==> src/rtl/qmsp_pkg.sv <==
// ---------------------------------------------------------------------------
// qmsp_pkg - shared types and constants for the quad motor speed PID
// Register codes, channel payloads, stage records and the fixed divider
// constants of the gain scaling.
// ---------------------------------------------------------------------------
package qmsp_pkg;

  // Configuration register codes
  typedef enum logic [2:0] {
    REG_GAIN_P         = 3'd0,
    REG_GAIN_I         = 3'd1,
    REG_GAIN_D         = 3'd2,
    REG_DUTY_LIMIT     = 3'd3,
    REG_INTEGRAL_LIMIT = 3'd4,
    REG_INVERT_MASK    = 3'd5
  } qmsp_reg_e;

  localparam int unsigned CfgIdxW  = 3;
  localparam int unsigned CfgDataW = 16;

  // Gains are scaled by 100 = 4 * 25. Drop the factor four with a shift, then
  // divide by 25 through a rounded-up reciprocal. The magnitude after the
  // shift stays below 2**31, so a 36-bit reciprocal shift is exact.
  localparam int unsigned GainDivisor = 100;
  localparam int unsigned DivShift    = 2;
  localparam int unsigned DivOdd      = GainDivisor >> DivShift;
  localparam int unsigned MagW        = 31;
  localparam int unsigned RecipShift  = 36;
  localparam int unsigned QuotW       = 27;
  localparam logic [31:0] Recip =
    32'(((64'd1 << RecipShift) + 64'(DivOdd) - 64'd1) / 64'(DivOdd));

  typedef struct packed {
    logic signed [15:0] gain_p;
    logic signed [15:0] gain_i;
    logic signed [15:0] gain_d;
    logic [14:0]        duty_limit;
    logic [14:0]        integral_limit;
    logic [3:0]         invert_mask;
  } qmsp_cfg_t;

  typedef struct packed {
    logic [1:0]         motor_index;
    logic [15:0]        encoder_count;
    logic signed [15:0] target_counts;
  } qmsp_item_t;

  // After the error stage: three gain products
  typedef struct packed {
    logic [1:0]         motor;
    logic               live;
    logic               stop;
    logic signed [15:0] delta;
    logic signed [32:0] prod_p;
    logic signed [31:0] prod_i;
    logic signed [34:0] prod_d;
  } qmsp_s1_t;

  // After the sum stage: sign and pre-shifted magnitude
  typedef struct packed {
    logic [1:0]         motor;
    logic               live;
    logic               stop;
    logic signed [15:0] delta;
    logic               neg;
    logic [MagW-1:0]    mag;
  } qmsp_s2_t;

  // After the reciprocal multiply: increment magnitude
  typedef struct packed {
    logic [1:0]         motor;
    logic               live;
    logic               stop;
    logic signed [15:0] delta;
    logic               neg;
    logic [QuotW-1:0]   quot;
  } qmsp_s3_t;

  typedef struct packed {
    logic [1:0]         motor_number;
    logic signed [15:0] measured_delta;
    logic signed [15:0] drive_level;
    logic [14:0]        duty;
    logic               dir_forward;
    logic               dir_reverse;
  } qmsp_res_t;

  // Stage advance strobes
  typedef struct packed {
    logic s1;
    logic s2;
    logic s3;
    logic res;
  } qmsp_adv_t;

endpackage

==> src/rtl/qmsp_if.sv <==
// ---------------------------------------------------------------------------
// qmsp_if - valid/ready channels of the quad motor speed PID
// Tick request channel, result channel and configuration write channel.
// ---------------------------------------------------------------------------
interface qmsp_req_if;
  logic               valid;
  logic               ready;
  logic [1:0]         motor_index;
  logic [15:0]        encoder_count;
  logic signed [15:0] target_counts;

  modport source (output valid, motor_index, encoder_count, target_counts, input ready);
  modport sink   (input valid, motor_index, encoder_count, target_counts, output ready);
endinterface

interface qmsp_rsp_if;
  logic               valid;
  logic               ready;
  logic [1:0]         motor_number;
  logic signed [15:0] measured_delta;
  logic signed [15:0] drive_level;
  logic [14:0]        duty;
  logic               dir_forward;
  logic               dir_reverse;

  modport source (output valid, motor_number, measured_delta, drive_level, duty,
                  dir_forward, dir_reverse, input ready);
  modport sink   (input valid, motor_number, measured_delta, drive_level, duty,
                  dir_forward, dir_reverse, output ready);
endinterface

interface qmsp_cfg_if;
  logic        valid;
  logic        ready;
  logic [2:0]  index;
  logic [15:0] data;

  modport source (output valid, index, data, input ready);
  modport sink   (input valid, index, data, output ready);
endinterface

==> src/rtl/qmsp_front.sv <==
// ---------------------------------------------------------------------------
// qmsp_front - encoder delta, error, clamped integral and gain products
// Holds per-motor count, error sum and previous error.
// ---------------------------------------------------------------------------
module qmsp_front
  import qmsp_pkg::*;
#(
  parameter int NUM_MOTORS    = 4,
  parameter int COUNTER_START = 32768
) (
  input  logic       clk_i,
  input  logic       rst_ni,
  input  qmsp_cfg_t  cfg_i,
  input  logic       clear_hist_i,
  input  qmsp_item_t item_i,
  input  logic       en_i,
  output qmsp_s1_t   s1_o
);

  localparam int MidxW = (NUM_MOTORS > 1) ? $clog2(NUM_MOTORS) : 1;

  logic [15:0]        last_q    [NUM_MOTORS];
  logic signed [15:0] err_sum_q [NUM_MOTORS];
  logic signed [17:0] prev_q    [NUM_MOTORS];

  logic [MidxW-1:0]   idx;
  logic               live;
  logic               stop;
  logic [15:0]        raw;
  logic signed [15:0] delta;
  logic signed [16:0] err;
  logic signed [17:0] sum;
  logic signed [17:0] lim;
  logic signed [15:0] sum_sat;
  logic signed [18:0] diff;
  qmsp_s1_t           s1_d;
  qmsp_s1_t           s1_q;

  always_comb begin
    idx  = item_i.motor_index[MidxW-1:0];
    live = 32'(item_i.motor_index) < NUM_MOTORS;
    stop = item_i.target_counts == 16'sd0;
    raw  = item_i.encoder_count - last_q[idx];
    if (cfg_i.invert_mask[item_i.motor_index]) begin
      delta = (raw == 16'h8000) ? 16'sh7fff : -$signed(raw);
    end else begin
      delta = $signed(raw);
    end
    err = 17'(item_i.target_counts) - 17'(delta);
    sum = 18'(err_sum_q[idx]) + 18'(err);
    lim = $signed({3'b000, cfg_i.integral_limit});
    if (sum > lim) begin
      sum_sat = lim[15:0];
    end else if (sum < -lim) begin
      sum_sat = 16'(-lim);
    end else begin
      sum_sat = sum[15:0];
    end
    diff = 19'(err) - 19'(prev_q[idx]);

    s1_d.motor  = item_i.motor_index;
    s1_d.live   = live;
    s1_d.stop   = stop;
    s1_d.delta  = live ? delta : 16'sd0;
    s1_d.prod_p = 33'(cfg_i.gain_p) * 33'(err);
    s1_d.prod_i = 32'(cfg_i.gain_i) * 32'(sum_sat);
    s1_d.prod_d = 35'(cfg_i.gain_d) * 35'(diff);
  end

  always_ff @(posedge clk_i or negedge rst_ni) begin
    if (!rst_ni) begin
      for (int m = 0; m < NUM_MOTORS; m++) begin
        last_q[m]    <= COUNTER_START[15:0];
        err_sum_q[m] <= '0;
        prev_q[m]    <= '0;
      end
    end else if (clear_hist_i) begin
      for (int m = 0; m < NUM_MOTORS; m++) begin
        err_sum_q[m] <= '0;
        prev_q[m]    <= '0;
      end
    end else if (en_i && live) begin
      last_q[idx] <= item_i.encoder_count;
      if (stop) begin
        err_sum_q[idx] <= '0;
        prev_q[idx]    <= '0;
      end else begin
        err_sum_q[idx] <= sum_sat;
        prev_q[idx]    <= 18'(err);
      end
    end
  end

  always_ff @(posedge clk_i) begin
    if (en_i) begin
      s1_q <= s1_d;
    end
  end

  assign s1_o = s1_q;

endmodule

==> src/rtl/qmsp_scale.sv <==
// ---------------------------------------------------------------------------
// qmsp_scale - sum of gain products divided by the gain scale
// Two stages: sum and magnitude, then the reciprocal multiply.
// ---------------------------------------------------------------------------
module qmsp_scale
  import qmsp_pkg::*;
(
  input  logic     clk_i,
  input  qmsp_s1_t s1_i,
  input  logic     en2_i,
  input  logic     en3_i,
  output qmsp_s3_t s3_o
);

  logic signed [35:0] total;
  logic [35:0]        mag;
  qmsp_s2_t           s2_d;
  qmsp_s2_t           s2_q;
  logic [MagW+31:0]   prod;
  qmsp_s3_t           s3_d;
  qmsp_s3_t           s3_q;

  always_comb begin
    total = 36'(s1_i.prod_p) + 36'(s1_i.prod_i) + 36'(s1_i.prod_d);
    mag   = total[35] ? 36'(-total) : 36'(total);
    s2_d.motor = s1_i.motor;
    s2_d.live  = s1_i.live;
    s2_d.stop  = s1_i.stop;
    s2_d.delta = s1_i.delta;
    s2_d.neg   = total[35];
    s2_d.mag   = mag[MagW+DivShift-1:DivShift];
  end

  always_comb begin
    prod = {32'd0, s2_q.mag} * {{MagW{1'b0}}, Recip};
    s3_d.motor = s2_q.motor;
    s3_d.live  = s2_q.live;
    s3_d.stop  = s2_q.stop;
    s3_d.delta = s2_q.delta;
    s3_d.neg   = s2_q.neg;
    s3_d.quot  = prod[RecipShift+QuotW-1:RecipShift];
  end

  always_ff @(posedge clk_i) begin
    if (en2_i) begin
      s2_q <= s2_d;
    end
    if (en3_i) begin
      s3_q <= s3_d;
    end
  end

  assign s3_o = s3_q;

endmodule

==> src/rtl/qmsp_drive.sv <==
// ---------------------------------------------------------------------------
// qmsp_drive - drive accumulator, duty clamp and result register
// Holds the per-motor signed drive level.
// ---------------------------------------------------------------------------
module qmsp_drive
  import qmsp_pkg::*;
#(
  parameter int NUM_MOTORS = 4
) (
  input  logic        clk_i,
  input  logic        rst_ni,
  input  logic [14:0] duty_limit_i,
  input  qmsp_s3_t    s3_i,
  input  logic        en_i,
  output qmsp_res_t   res_o
);

  localparam int MidxW = (NUM_MOTORS > 1) ? $clog2(NUM_MOTORS) : 1;

  logic signed [15:0] accum_q [NUM_MOTORS];

  logic [MidxW-1:0]   idx;
  logic signed [28:0] inc;
  logic signed [28:0] sum;
  logic signed [15:0] sat;
  logic signed [15:0] drive;
  logic [16:0]        mag;
  qmsp_res_t          res_d;
  qmsp_res_t          res_q;

  always_comb begin
    idx = s3_i.motor[MidxW-1:0];
    inc = s3_i.neg ? -$signed({2'b00, s3_i.quot}) : $signed({2'b00, s3_i.quot});
    sum = 29'(accum_q[idx]) + inc;
    if (sum > 29'sd32767) begin
      sat = 16'sh7fff;
    end else if (sum < -29'sd32768) begin
      sat = 16'sh8000;
    end else begin
      sat = sum[15:0];
    end
    drive = (s3_i.live && !s3_i.stop) ? sat : 16'sd0;
    mag   = drive[15] ? 17'(-17'(drive)) : 17'(drive);

    res_d.motor_number   = s3_i.motor;
    res_d.measured_delta = s3_i.delta;
    res_d.drive_level    = drive;
    res_d.duty           = (mag > {2'b00, duty_limit_i}) ? duty_limit_i : mag[14:0];
    res_d.dir_forward    = drive > 16'sd0;
    res_d.dir_reverse    = drive[15];
  end

  always_ff @(posedge clk_i or negedge rst_ni) begin
    if (!rst_ni) begin
      for (int m = 0; m < NUM_MOTORS; m++) begin
        accum_q[m] <= '0;
      end
    end else if (en_i && s3_i.live) begin
      accum_q[idx] <= drive;
    end
  end

  always_ff @(posedge clk_i) begin
    if (en_i) begin
      res_q <= res_d;
    end
  end

  assign res_o = res_q;

endmodule

==> src/rtl/quad_motor_speed_pid.sv <==
// ---------------------------------------------------------------------------
// quad_motor_speed_pid - incremental PID speed control for four motors
// Top level: channels, configuration registers and stage control.
// ---------------------------------------------------------------------------
// Usage:
//   req_i carries one control tick: motor index, raw 16-bit encoder reading
//   and target counts per period (zero stops the motor and clears its PID
//   history). rsp_o returns one result per request: motor number, measured
//   delta, signed drive level, clamped duty and a direction pair.
//   cfg_i writes gains and limits by register index; it is always ready.
//   Writing any gain clears the integral and previous error of every motor.
//   Write configuration only while no request is in flight.
// Timing:
//   A request passes an input register, the error stage, the sum stage, the
//   reciprocal multiply stage and the result register. One request is taken
//   every cycle while the result channel is not stalled; back-pressure from
//   the receiver holds the flow once every stage is occupied.
// Reset and stall:
//   Reset loads register defaults, sets every stored count to COUNTER_START
//   and clears drive and PID history. When the receiver stalls, hold the
//   result; empty stages behind it still fill, so requests keep flowing
//   until every stage is occupied.
// NUM_MOTORS ranges over 1..4.
// ---------------------------------------------------------------------------
module quad_motor_speed_pid
  import qmsp_pkg::*;
#(
  parameter int NUM_MOTORS    = 4,
  parameter int COUNTER_START = 32768
) (
  input  logic  clk_i,
  input  logic  rst_ni,
  qmsp_cfg_if.sink   cfg_i,
  qmsp_req_if.sink   req_i,
  qmsp_rsp_if.source rsp_o
);

  qmsp_cfg_t  cfg_q;
  logic       clear_hist;
  qmsp_item_t item_q;
  logic       v0_q, v1_q, v2_q, v3_q, res_v_q;
  logic       free0, free1, free2, free3, free_res;
  qmsp_adv_t  adv;
  logic       accept;
  qmsp_s1_t   s1;
  qmsp_s3_t   s3;
  qmsp_res_t  res;

  // Configuration writes
  assign cfg_i.ready = 1'b1;

  always_comb begin
    clear_hist = 1'b0;
    if (cfg_i.valid) begin
      unique case (qmsp_reg_e'(cfg_i.index))
        REG_GAIN_P, REG_GAIN_I, REG_GAIN_D: clear_hist = 1'b1;
        default:                            clear_hist = 1'b0;
      endcase
    end
  end

  always_ff @(posedge clk_i or negedge rst_ni) begin
    if (!rst_ni) begin
      cfg_q.gain_p         <= 16'sd150;
      cfg_q.gain_i         <= 16'sd10;
      cfg_q.gain_d         <= 16'sd5;
      cfg_q.duty_limit     <= 15'd1000;
      cfg_q.integral_limit <= 15'd1000;
      cfg_q.invert_mask    <= 4'd10;
    end else if (cfg_i.valid) begin
      unique case (qmsp_reg_e'(cfg_i.index))
        REG_GAIN_P:         cfg_q.gain_p         <= cfg_i.data;
        REG_GAIN_I:         cfg_q.gain_i         <= cfg_i.data;
        REG_GAIN_D:         cfg_q.gain_d         <= cfg_i.data;
        REG_DUTY_LIMIT:     cfg_q.duty_limit     <= cfg_i.data[14:0];
        REG_INTEGRAL_LIMIT: cfg_q.integral_limit <= cfg_i.data[14:0];
        REG_INVERT_MASK:    cfg_q.invert_mask    <= cfg_i.data[3:0];
        default: ;  // drop writes beyond the register list
      endcase
    end
  end

  // Stage control: a stage advances when its successor is empty or advancing
  always_comb begin
    free_res = !res_v_q || rsp_o.ready;
    adv.res  = v3_q && free_res;
    free3    = !v3_q || adv.res;
    adv.s3   = v2_q && free3;
    free2    = !v2_q || adv.s3;
    adv.s2   = v1_q && free2;
    free1    = !v1_q || adv.s2;
    adv.s1   = v0_q && free1;
    free0    = !v0_q || adv.s1;
  end

  assign req_i.ready = free0;
  assign accept      = req_i.valid && free0;

  always_ff @(posedge clk_i or negedge rst_ni) begin
    if (!rst_ni) begin
      v0_q    <= 1'b0;
      v1_q    <= 1'b0;
      v2_q    <= 1'b0;
      v3_q    <= 1'b0;
      res_v_q <= 1'b0;
    end else begin
      v0_q    <= accept  || (v0_q && !adv.s1);
      v1_q    <= adv.s1  || (v1_q && !adv.s2);
      v2_q    <= adv.s2  || (v2_q && !adv.s3);
      v3_q    <= adv.s3  || (v3_q && !adv.res);
      res_v_q <= adv.res || (res_v_q && !rsp_o.ready);
    end
  end

  // Input register
  always_ff @(posedge clk_i) begin
    if (accept) begin
      item_q.motor_index   <= req_i.motor_index;
      item_q.encoder_count <= req_i.encoder_count;
      item_q.target_counts <= req_i.target_counts;
    end
  end

  qmsp_front #(
    .NUM_MOTORS    (NUM_MOTORS),
    .COUNTER_START (COUNTER_START)
  ) u_front (
    .clk_i        (clk_i),
    .rst_ni       (rst_ni),
    .cfg_i        (cfg_q),
    .clear_hist_i (clear_hist),
    .item_i       (item_q),
    .en_i         (adv.s1),
    .s1_o         (s1)
  );

  qmsp_scale u_scale (
    .clk_i (clk_i),
    .s1_i  (s1),
    .en2_i (adv.s2),
    .en3_i (adv.s3),
    .s3_o  (s3)
  );

  qmsp_drive #(
    .NUM_MOTORS (NUM_MOTORS)
  ) u_drive (
    .clk_i        (clk_i),
    .rst_ni       (rst_ni),
    .duty_limit_i (cfg_q.duty_limit),
    .s3_i         (s3),
    .en_i         (adv.res),
    .res_o        (res)
  );

  assign rsp_o.valid          = res_v_q;
  assign rsp_o.motor_number   = res.motor_number;
  assign rsp_o.measured_delta = res.measured_delta;
  assign rsp_o.drive_level    = res.drive_level;
  assign rsp_o.duty           = res.duty;
  assign rsp_o.dir_forward    = res.dir_forward;
  assign rsp_o.dir_reverse    = res.dir_reverse;

endmodule

==> src/flat_wrapper.sv <==
// flat-port wrapper written by rule: the top's interface ports become plain ports
module quad_motor_speed_pid_flat import qmsp_pkg::*;
#(
  parameter int NUM_MOTORS    = 4,
  parameter int COUNTER_START = 32768
)
  (clk_i, rst_ni, cfg_i_valid, cfg_i_index, cfg_i_data, cfg_i_ready, req_i_valid, req_i_motor_index, req_i_encoder_count, req_i_target_counts, req_i_ready, rsp_o_valid, rsp_o_motor_number, rsp_o_measured_delta, rsp_o_drive_level, rsp_o_duty, rsp_o_dir_forward, rsp_o_dir_reverse, rsp_o_ready);
  qmsp_cfg_if cfg_i_i ();
  qmsp_req_if req_i_i ();
  qmsp_rsp_if rsp_o_i ();
  input  logic clk_i;
  input  logic rst_ni;
  input wire logic [$bits(cfg_i_i.valid)-1:0] cfg_i_valid;
  input wire logic [$bits(cfg_i_i.index)-1:0] cfg_i_index;
  input wire logic [$bits(cfg_i_i.data)-1:0] cfg_i_data;
  output wire logic [$bits(cfg_i_i.ready)-1:0] cfg_i_ready;
  input wire logic [$bits(req_i_i.valid)-1:0] req_i_valid;
  input wire logic [$bits(req_i_i.motor_index)-1:0] req_i_motor_index;
  input wire logic [$bits(req_i_i.encoder_count)-1:0] req_i_encoder_count;
  input wire logic [$bits(req_i_i.target_counts)-1:0] req_i_target_counts;
  output wire logic [$bits(req_i_i.ready)-1:0] req_i_ready;
  output wire logic [$bits(rsp_o_i.valid)-1:0] rsp_o_valid;
  output wire logic [$bits(rsp_o_i.motor_number)-1:0] rsp_o_motor_number;
  output wire logic [$bits(rsp_o_i.measured_delta)-1:0] rsp_o_measured_delta;
  output wire logic [$bits(rsp_o_i.drive_level)-1:0] rsp_o_drive_level;
  output wire logic [$bits(rsp_o_i.duty)-1:0] rsp_o_duty;
  output wire logic [$bits(rsp_o_i.dir_forward)-1:0] rsp_o_dir_forward;
  output wire logic [$bits(rsp_o_i.dir_reverse)-1:0] rsp_o_dir_reverse;
  input wire logic [$bits(rsp_o_i.ready)-1:0] rsp_o_ready;
  assign cfg_i_i.valid = cfg_i_valid;
  assign cfg_i_i.index = cfg_i_index;
  assign cfg_i_i.data = cfg_i_data;
  assign cfg_i_ready = cfg_i_i.ready;
  assign req_i_i.valid = req_i_valid;
  assign req_i_i.motor_index = req_i_motor_index;
  assign req_i_i.encoder_count = req_i_encoder_count;
  assign req_i_i.target_counts = req_i_target_counts;
  assign req_i_ready = req_i_i.ready;
  assign rsp_o_valid = rsp_o_i.valid;
  assign rsp_o_motor_number = rsp_o_i.motor_number;
  assign rsp_o_measured_delta = rsp_o_i.measured_delta;
  assign rsp_o_drive_level = rsp_o_i.drive_level;
  assign rsp_o_duty = rsp_o_i.duty;
  assign rsp_o_dir_forward = rsp_o_i.dir_forward;
  assign rsp_o_dir_reverse = rsp_o_i.dir_reverse;
  assign rsp_o_i.ready = rsp_o_ready;
  quad_motor_speed_pid #(.NUM_MOTORS(NUM_MOTORS), .COUNTER_START(COUNTER_START)) u_core (.clk_i(clk_i), .rst_ni(rst_ni), .cfg_i(cfg_i_i), .req_i(req_i_i), .rsp_o(rsp_o_i));
endmodule
==> config.mk <==
export PLATFORM = sky130hd
export DESIGN_NAME = quad_motor_speed_pid_flat
export DESIGN_NICKNAME = d
export VERILOG_FILES = /design/src/rtl/qmsp_pkg.sv /design/src/rtl/qmsp_if.sv /design/src/rtl/qmsp_front.sv /design/src/rtl/qmsp_scale.sv /design/src/rtl/qmsp_drive.sv /design/src/rtl/quad_motor_speed_pid.sv /design/src/flat_wrapper.sv
export SDC_FILE = /design/constraint.sdc
export NUM_CORES = 2
export LEC_CHECK = 0
export BUFFER_PORTS_ARGS = -buffer_cell sky130_fd_sc_hd__buf_4
export CAP_MARGIN = 20
export CELL_PAD_IN_SITES_DETAIL_PLACEMENT = 1
export CELL_PAD_IN_SITES_GLOBAL_PLACEMENT = 1
export CORE_MARGIN = 5
export CORE_UTILIZATION = 45
export CTS_BUF_LIST = sky130_fd_sc_hd__clkbuf_4 sky130_fd_sc_hd__clkbuf_8
export CTS_CLUSTER_SIZE = 10
export DETAILED_ROUTE_END_ITERATION = 12
export GPL_ROUTABILITY_DRIVEN = 0
export MAX_ROUTING_LAYER = met4
export PLACE_DENSITY = 0.72
export SETUP_SLACK_MARGIN = 0.4
export SLEW_MARGIN = 30
export SYNTH_ARGS = -nofsm -noshare
export SYNTH_HDL_FRONTEND = slang
export SYNTH_HIERARCHICAL = 1
export SYNTH_SLANG_ARGS = --single-unit
==> constraint.sdc <==
create_clock -name clk_i -period 22.1 [get_ports clk_i]
set_input_delay 6.63 -clock clk_i [delete_from_list [all_inputs] [get_ports clk_i]]
set_output_delay 6.63 -clock clk_i [all_outputs]
set_load 0.05 [all_outputs]
Yosys cells after proc, flatten, opt, wreduce, memory -nomap -nowiden. Index checks and enable logic that the tools add are counted.

$add $sub $neg: 12. Multiply operators: 4. Order comparisons: 11. Equal/unequal tests: 6. Mux-type cells: 43. Bitwise logic cells: 7. Reductions and logical operators: 43.

Operator list (number): two-way mux 16 bit (15); two-way mux 72 bit (3); bitwise mux 64 bit (3); two-way mux 64 bit (3); binary-select mux 16 bit (select 2 bit) (3); AND 72 bit (1); bitwise mux 72 bit (1); NOT 72 bit (1); AND 64 bit (1); demux 16 bit (select 2 bit) (2); NOT 64 bit (1); multiplier 31 x 31 -> 62 bit, second input constant (1); two-way mux 18 bit (3); adder 34 x 35 -> 36 bit (1); binary-select mux 18 bit (select 2 bit) (1); demux 18 bit (select 2 bit) (1); multiplier 16 x 19 -> 35 bit (1); adder 33 x 32 -> 34 bit (1); multiplier 16 x 17 -> 33 bit (1); two-way mux 33 bit (1); negation 33 bit (1); multiplier 16 x 16 -> 32 bit (1); adder 16 x 29 -> 29 bit (1); > comparator 29 x 16 -> 1 bit, second input constant (1); other kinds (35) (77).

Flip-flop bits (word level): 653. Bits of input ports: 58. Output and inout bits: 54. Logic and storage cells: 178.

Longest topological paths before layout.
Depth in word-level cells: 17. Gate-level depth with buffers: 68. Mapped depth without buffers: 60.

Modules after synthesis. The synthesis kept the hierarchy.

By module, submodules not included: qmsp_front (instances 1, cells each 4974, area each 49095.8 um^2, sequential area each 8583.2 um^2); qmsp_scale (instances 1, cells each 2120, area each 22451.5 um^2, sequential area each 3002.9 um^2); qmsp_drive (instances 1, cells each 830, area each 8040.2 um^2, sequential area each 3103.0 um^2); quad_motor_speed_pid (instances 1, cells each 238, area each 4435.5 um^2, sequential area each 3225.6 um^2).

Worst setup path before layout. OpenSTA, ideal clock, no wires.

Path kind: input -> register. Start: input rsp_o_ready. End: register u_core/u_front/err_sum_q[57] in the netlist's numbering. Library setup time: 0.090 ns. Arrival: 18.470 ns. Required time: 22.010 ns. Slack: 3.540 ns. Stages on the path: 10. Buffers on the path: 3. Path through: and4b_1 > clkbuf_1 > a21boi_0 > nand2b_1 > nor3_1 > and2_0 > clkbuf_1 > clkbuf_1 > a32oi_1 > o221ai_1.

RTL lines: start: declaration (line flat_wrapper.sv:29) `input wire logic [$bits(rsp_o_i.ready)-1:0] rsp_o_ready;`; end signal: indexed assignment (line qmsp_front.sv:88) `err_sum_q[idx] <= sum_sat;`; end: declaration (line qmsp_front.sv:23) `logic signed [15:0] err_sum_q [NUM_MOTORS];`.

==> results <==
- The data required time of the worst path is 22.68 ns.
- The number of H-tree levels is 3.
- The average routed wire per standard cell is 23.76 um.
- The area growth from synthesis to layout is 7.630%.
- Buffers added to address setup during post-CTS repair amount to 0.
- The quantity of gates resized following cts is 0.
- After synthesis, flip-flops and latches occupy 21.32% of the total area.
- The largest single stage delay on the critical path is 0.77 ns.
- In this run the worst path has a maximum fanout of 27.
- For hold timing, the worst endpoint is u_core/u_scale/s3_o[31]$_DFFE_PP_.
- The number of inserted filler cells in the final layout is 20404.
- For this block, the routed nets add up to 256.4 mm of wire.
- Setup repair after global routing left no endpoint under its margin.
- STA classifies the critical path startpoint as a flop.
- Summed over all layers, the global routing overflow is 0.
- The hold-critical path depth is 0.
- The endpoint of the most critical register-to-register path is u_core/u_front/s1_o[66]$_DFFE_PP_.
- The combined area of all synthesized cells is 0.08402 mm2.
- The flow ran to the end, and the final reports show no timing, DRC or antenna violations.
- In this run the core area contains 158 standard-cell rows.
- The path type of the worst min-delay path is flop to flop.
- The largest clock skew in the final design is 0.1093 ns.
- The kind of end point of the critical path is a flop.
- The cell at the root of the clock tree is sky130_fd_sc_hd__clkbuf_8.
- Setup violations remaining at the end of the flow were counted as 0.
- The average cell area after synthesis is 10.29 um2.
- The number of nets in the synthesized netlist is 10296.
- Dividing the detail-routed via count by the number of cells gives 5.587.
- The clock sink total is 654.
- The half-perimeter wire length of the detailed placement result is 204.2 mm.
- Hold repair after CTS inserted 0 buffers.
- Synthesis instantiated 134 different standard cells from the library.
- The worst setup path category is flop to flop.
- The maximum clock frequency is 53.74 MHz.
- The setup check on the worst reg-to-reg path leaves a slack of 3.49 ns.
- The count of maximum capacitance violations is 0.
- The cell type with the highest occurrence count on the critical path is sky130_fd_sc_hd__fa_1.
- The DRC violation count after routing is 0.
- The number of flops mapped to enable cells by yosys is 303.
- The via count of the first global-routing pass is 68339.
- The global-route usage over all layers is 27.08%.
- TritonCTS built the clock tree.
- The register bit total from synthesis is 654.
- The count of buffers inserted at the top-level ports is 110.
- The maximum number of buffers from clock root to sink is 3.
- The Yosys warning count is 6.
- Clock tree synthesis inserted a total of 109 buffers.
- The most instantiated flip-flop cell in the synthesis netlist is sky130_fd_sc_hd__dfrtp_1.
- The routed via count is 60299.
- Measured in cells, the most critical reg-to-reg path has a length of 60.
- The arrival time of the worst setup path is 19.19 ns.
- The number of DRC violations after detailed-routing iteration 0 is 3507.
- The first global-routing pass estimated 400.4 mm of wire.
- In this run the tightest slew margin relative to its limit is 32.00%.
- For the final routed database, the setup TNS stands at 0 ns.
- The die outline height is 442.1 um.
- The worst register-to-register path begins at u_core/item_q[32]$_DFFE_PP_.
- The ratio of final minimum period to clock period is 84.20%.
- Entering global routing, the biggest net connects 93 pins.
- 112 I/O pins were placed.
- Of the cells placed in the final design, the portion with a size suffix greater than 1 is 9.776%.
- Once detail routing completed, the nets flagged for antenna violations numbered 0.
- The worst hold path begins at u_core/u_scale/s2_q[35]$_DFFE_PP_.
- The number of endpoints with negative hold slack in the final report is 0.
- Clock-pin slew was measured on the worst setup and hold paths at 0.06 ns.
- The number of antenna violations at the first check in global routing was 11.
- The master of the slowest instance on the critical path is sky130_fd_sc_hd__nand4b_1.
- After the last flow step, the layout net total stands at 10345.
- The die covers 0.1955 mm2.
- The floorplan step defined a core boundary enclosing 0.1856 mm2.
- The routed design could run at a clock period as short as 18.61 ns.
- After synthesis, the share of flip-flops with an asynchronous set or reset is 53.67%.
- The clock insertion delay at the later pin of the skew report is 0.90 ns.
- The max-slew violation count is 0.
- Synthesis handed over a netlist of 8162 instances.
- At the pin with the least slew margin, the transition time is 1.020 ns.
- The pre-antenna-repair detailed-routing pass consisted of 7 iterations.
- The initial utilization of the core area, before any placement, comes to 45.26%.
- The floorplan die width is 442.1 um.
-- logic make-up (layout without fill, tap and decap cells) --
logic type,Yosys count,in the layout,synth area share (%)
and+or+nand+nor,1860,1860,11.13
DFF,654,654,21.32
muxes,256,256,4.412
other,2,8,0.008938
AOI/OAI and AO/OA,1086,1086,8.805
buffers and inverters,1896,2040,8.695
adders and majority gates,2076,2076,42.14
xor gates and xnor gates,332,332,3.479
-- critical path: cells and delay by family, from the launching register on --
family / cells / cell delay [ns]
AOI/OAI and AO/OA: 25 / 6.81
xor gates and xnor gates: 3 / 0.68
adders and majority gates: 13 / 5.44
buffers and inverters: 8 / 1.44
DFF: 1 / 0.34
muxes: 2 / 1.08
and+or+nand+nor: 9 / 2.48
-- how the worst max path moves through the flow --
stage | from | endpoint | cells after the start
2_1_floorplan | rsp_o_ready | u_core/u_front/err_sum_q[57]$_DFFE_PN0P_ | 10
3_3_place_gp | u_core/item_q[32]$_DFFE_PP_ | u_core/u_front/s1_o[66]$_DFFE_PP_ | 58
3_5_place_dp | u_core/item_q[32]$_DFFE_PP_ | u_core/u_front/s1_o[66]$_DFFE_PP_ | 60
4_1_cts | u_core/item_q[32]$_DFFE_PP_ | u_core/u_front/s1_o[66]$_DFFE_PP_ | 60
5_1_grt | u_core/item_q[32]$_DFFE_PP_ | u_core/u_front/s1_o[66]$_DFFE_PP_ | 55
6_report | u_core/item_q[32]$_DFFE_PP_ | u_core/u_front/s1_o[66]$_DFFE_PP_ | 60
-- cell usage after synthesis (all sizes together), types with 45 or more instances --
cell / count / share of area (%)
dfrtp: 325 / 9.7
mux2: 169 / 2.3
nand2: 778 / 3.5
a22o: 45 / 0.47
xnor2: 250 / 2.6
ha: 819 / 12
nor3: 69 / 0.42
edfxtp: 303 / 11
and2: 272 / 2.0
xor2: 82 / 0.86
a21o: 92 / 0.82
o21a: 53 / 0.47
clkbuf: 208 / 0.93
buf: 63 / 0.50
mux4: 67 / 1.8
nand2b: 89 / 0.66
a21oi: 241 / 1.5
nand3: 91 / 0.55
nor2: 200 / 0.90
fa: 1257 / 30
o21ai: 266 / 1.6
nor2b: 117 / 0.88
inv: 1625 / 7.3
-- sequential cells by signal, summed over array words and instances, names as in the netlist, 34 cells and up --
register                  count
u_core/u_front/s1_o         119
u_core/cfg_q                 82
u_core/u_scale/s3_o          48
u_core/u_drive/accum_q       64
u_core/u_front/last_q        64
u_core/u_drive/res_o         50
u_core/u_front/err_sum_q     64
u_core/item_q                34
u_core/u_scale/s2_q          52
u_core/u_front/prev_q        72
-- routing by layer --
| layer | GRT usage, % | wire (um) | vias up |
|---|---|---|---|
| li1 | - | - | 26551 |
| met1 | 33.51 | 105900 | 31753 |
| met2 | 46.04 | 128700 | 1496 |
| met3 | 2.830 | 10540 | 499 |
| met4 | 10.26 | 11210 | 0 |
| met5 | - | 0 | - |
-- layout by cell type (no fill, tap or decap), types with 64 or more instances in the layout --
cell                          n
sky130_fd_sc_hd__and2_1     268
sky130_fd_sc_hd__nor3_1      64
sky130_fd_sc_hd__xnor2_1    239
sky130_fd_sc_hd__ha_1       819
sky130_fd_sc_hd__clkbuf_8   129
sky130_fd_sc_hd__nand3_1     89
sky130_fd_sc_hd__a21o_1      92
sky130_fd_sc_hd__inv_1     1622
sky130_fd_sc_hd__o21ai_0    241
sky130_fd_sc_hd__xor2_1      78
sky130_fd_sc_hd__nor2_1     192
sky130_fd_sc_hd__a21oi_1    232
sky130_fd_sc_hd__edfxtp_1   303
sky130_fd_sc_hd__dfrtp_1    322
sky130_fd_sc_hd__nor2b_1    115
sky130_fd_sc_hd__nand2b_1    89
sky130_fd_sc_hd__mux2_2     150
sky130_fd_sc_hd__buf_4      204
sky130_fd_sc_hd__nand2_1    766
sky130_fd_sc_hd__mux4_2      67
sky130_fd_sc_hd__fa_1      1257
-- stage by stage --
step,std cells,utilization [%],setup slack (ns),hold WS (ns),instance area (um2)
after floorplan,8162,-,3.540,0.4003,84020
after global placement,10579,47.27,4.128,0.4004,87740
after detailed placement,10579,47.27,3.679,0.4090,87750
after CTS,10785,48.68,3.569,0.4036,90360
after global routing,10791,48.72,2.301,0.4116,90430
final,10792,48.72,3.493,0.3934,90430
-- cell type report --
class | count | area, um2 | area share [%]
Antenna cell | 6 | 15.01 | 0.01660
Clock buffer | 167 | 2061 | 2.279
Clock inverter | 39 | 548.0 | 0.6060
Inverter | 1625 | 6100 | 6.745
Multi-Input combinational cell | 5612 | 59080 | 65.33
Sequential cell | 654 | 17920 | 19.81
Tap cell | 2480 | 3103 | 3.431
Timing Repair Buffer | 209 | 1608 | 1.778
Power is not shown: default switching activity piles up to over one toggle a cycle in this logic, so the estimate is an artifact.
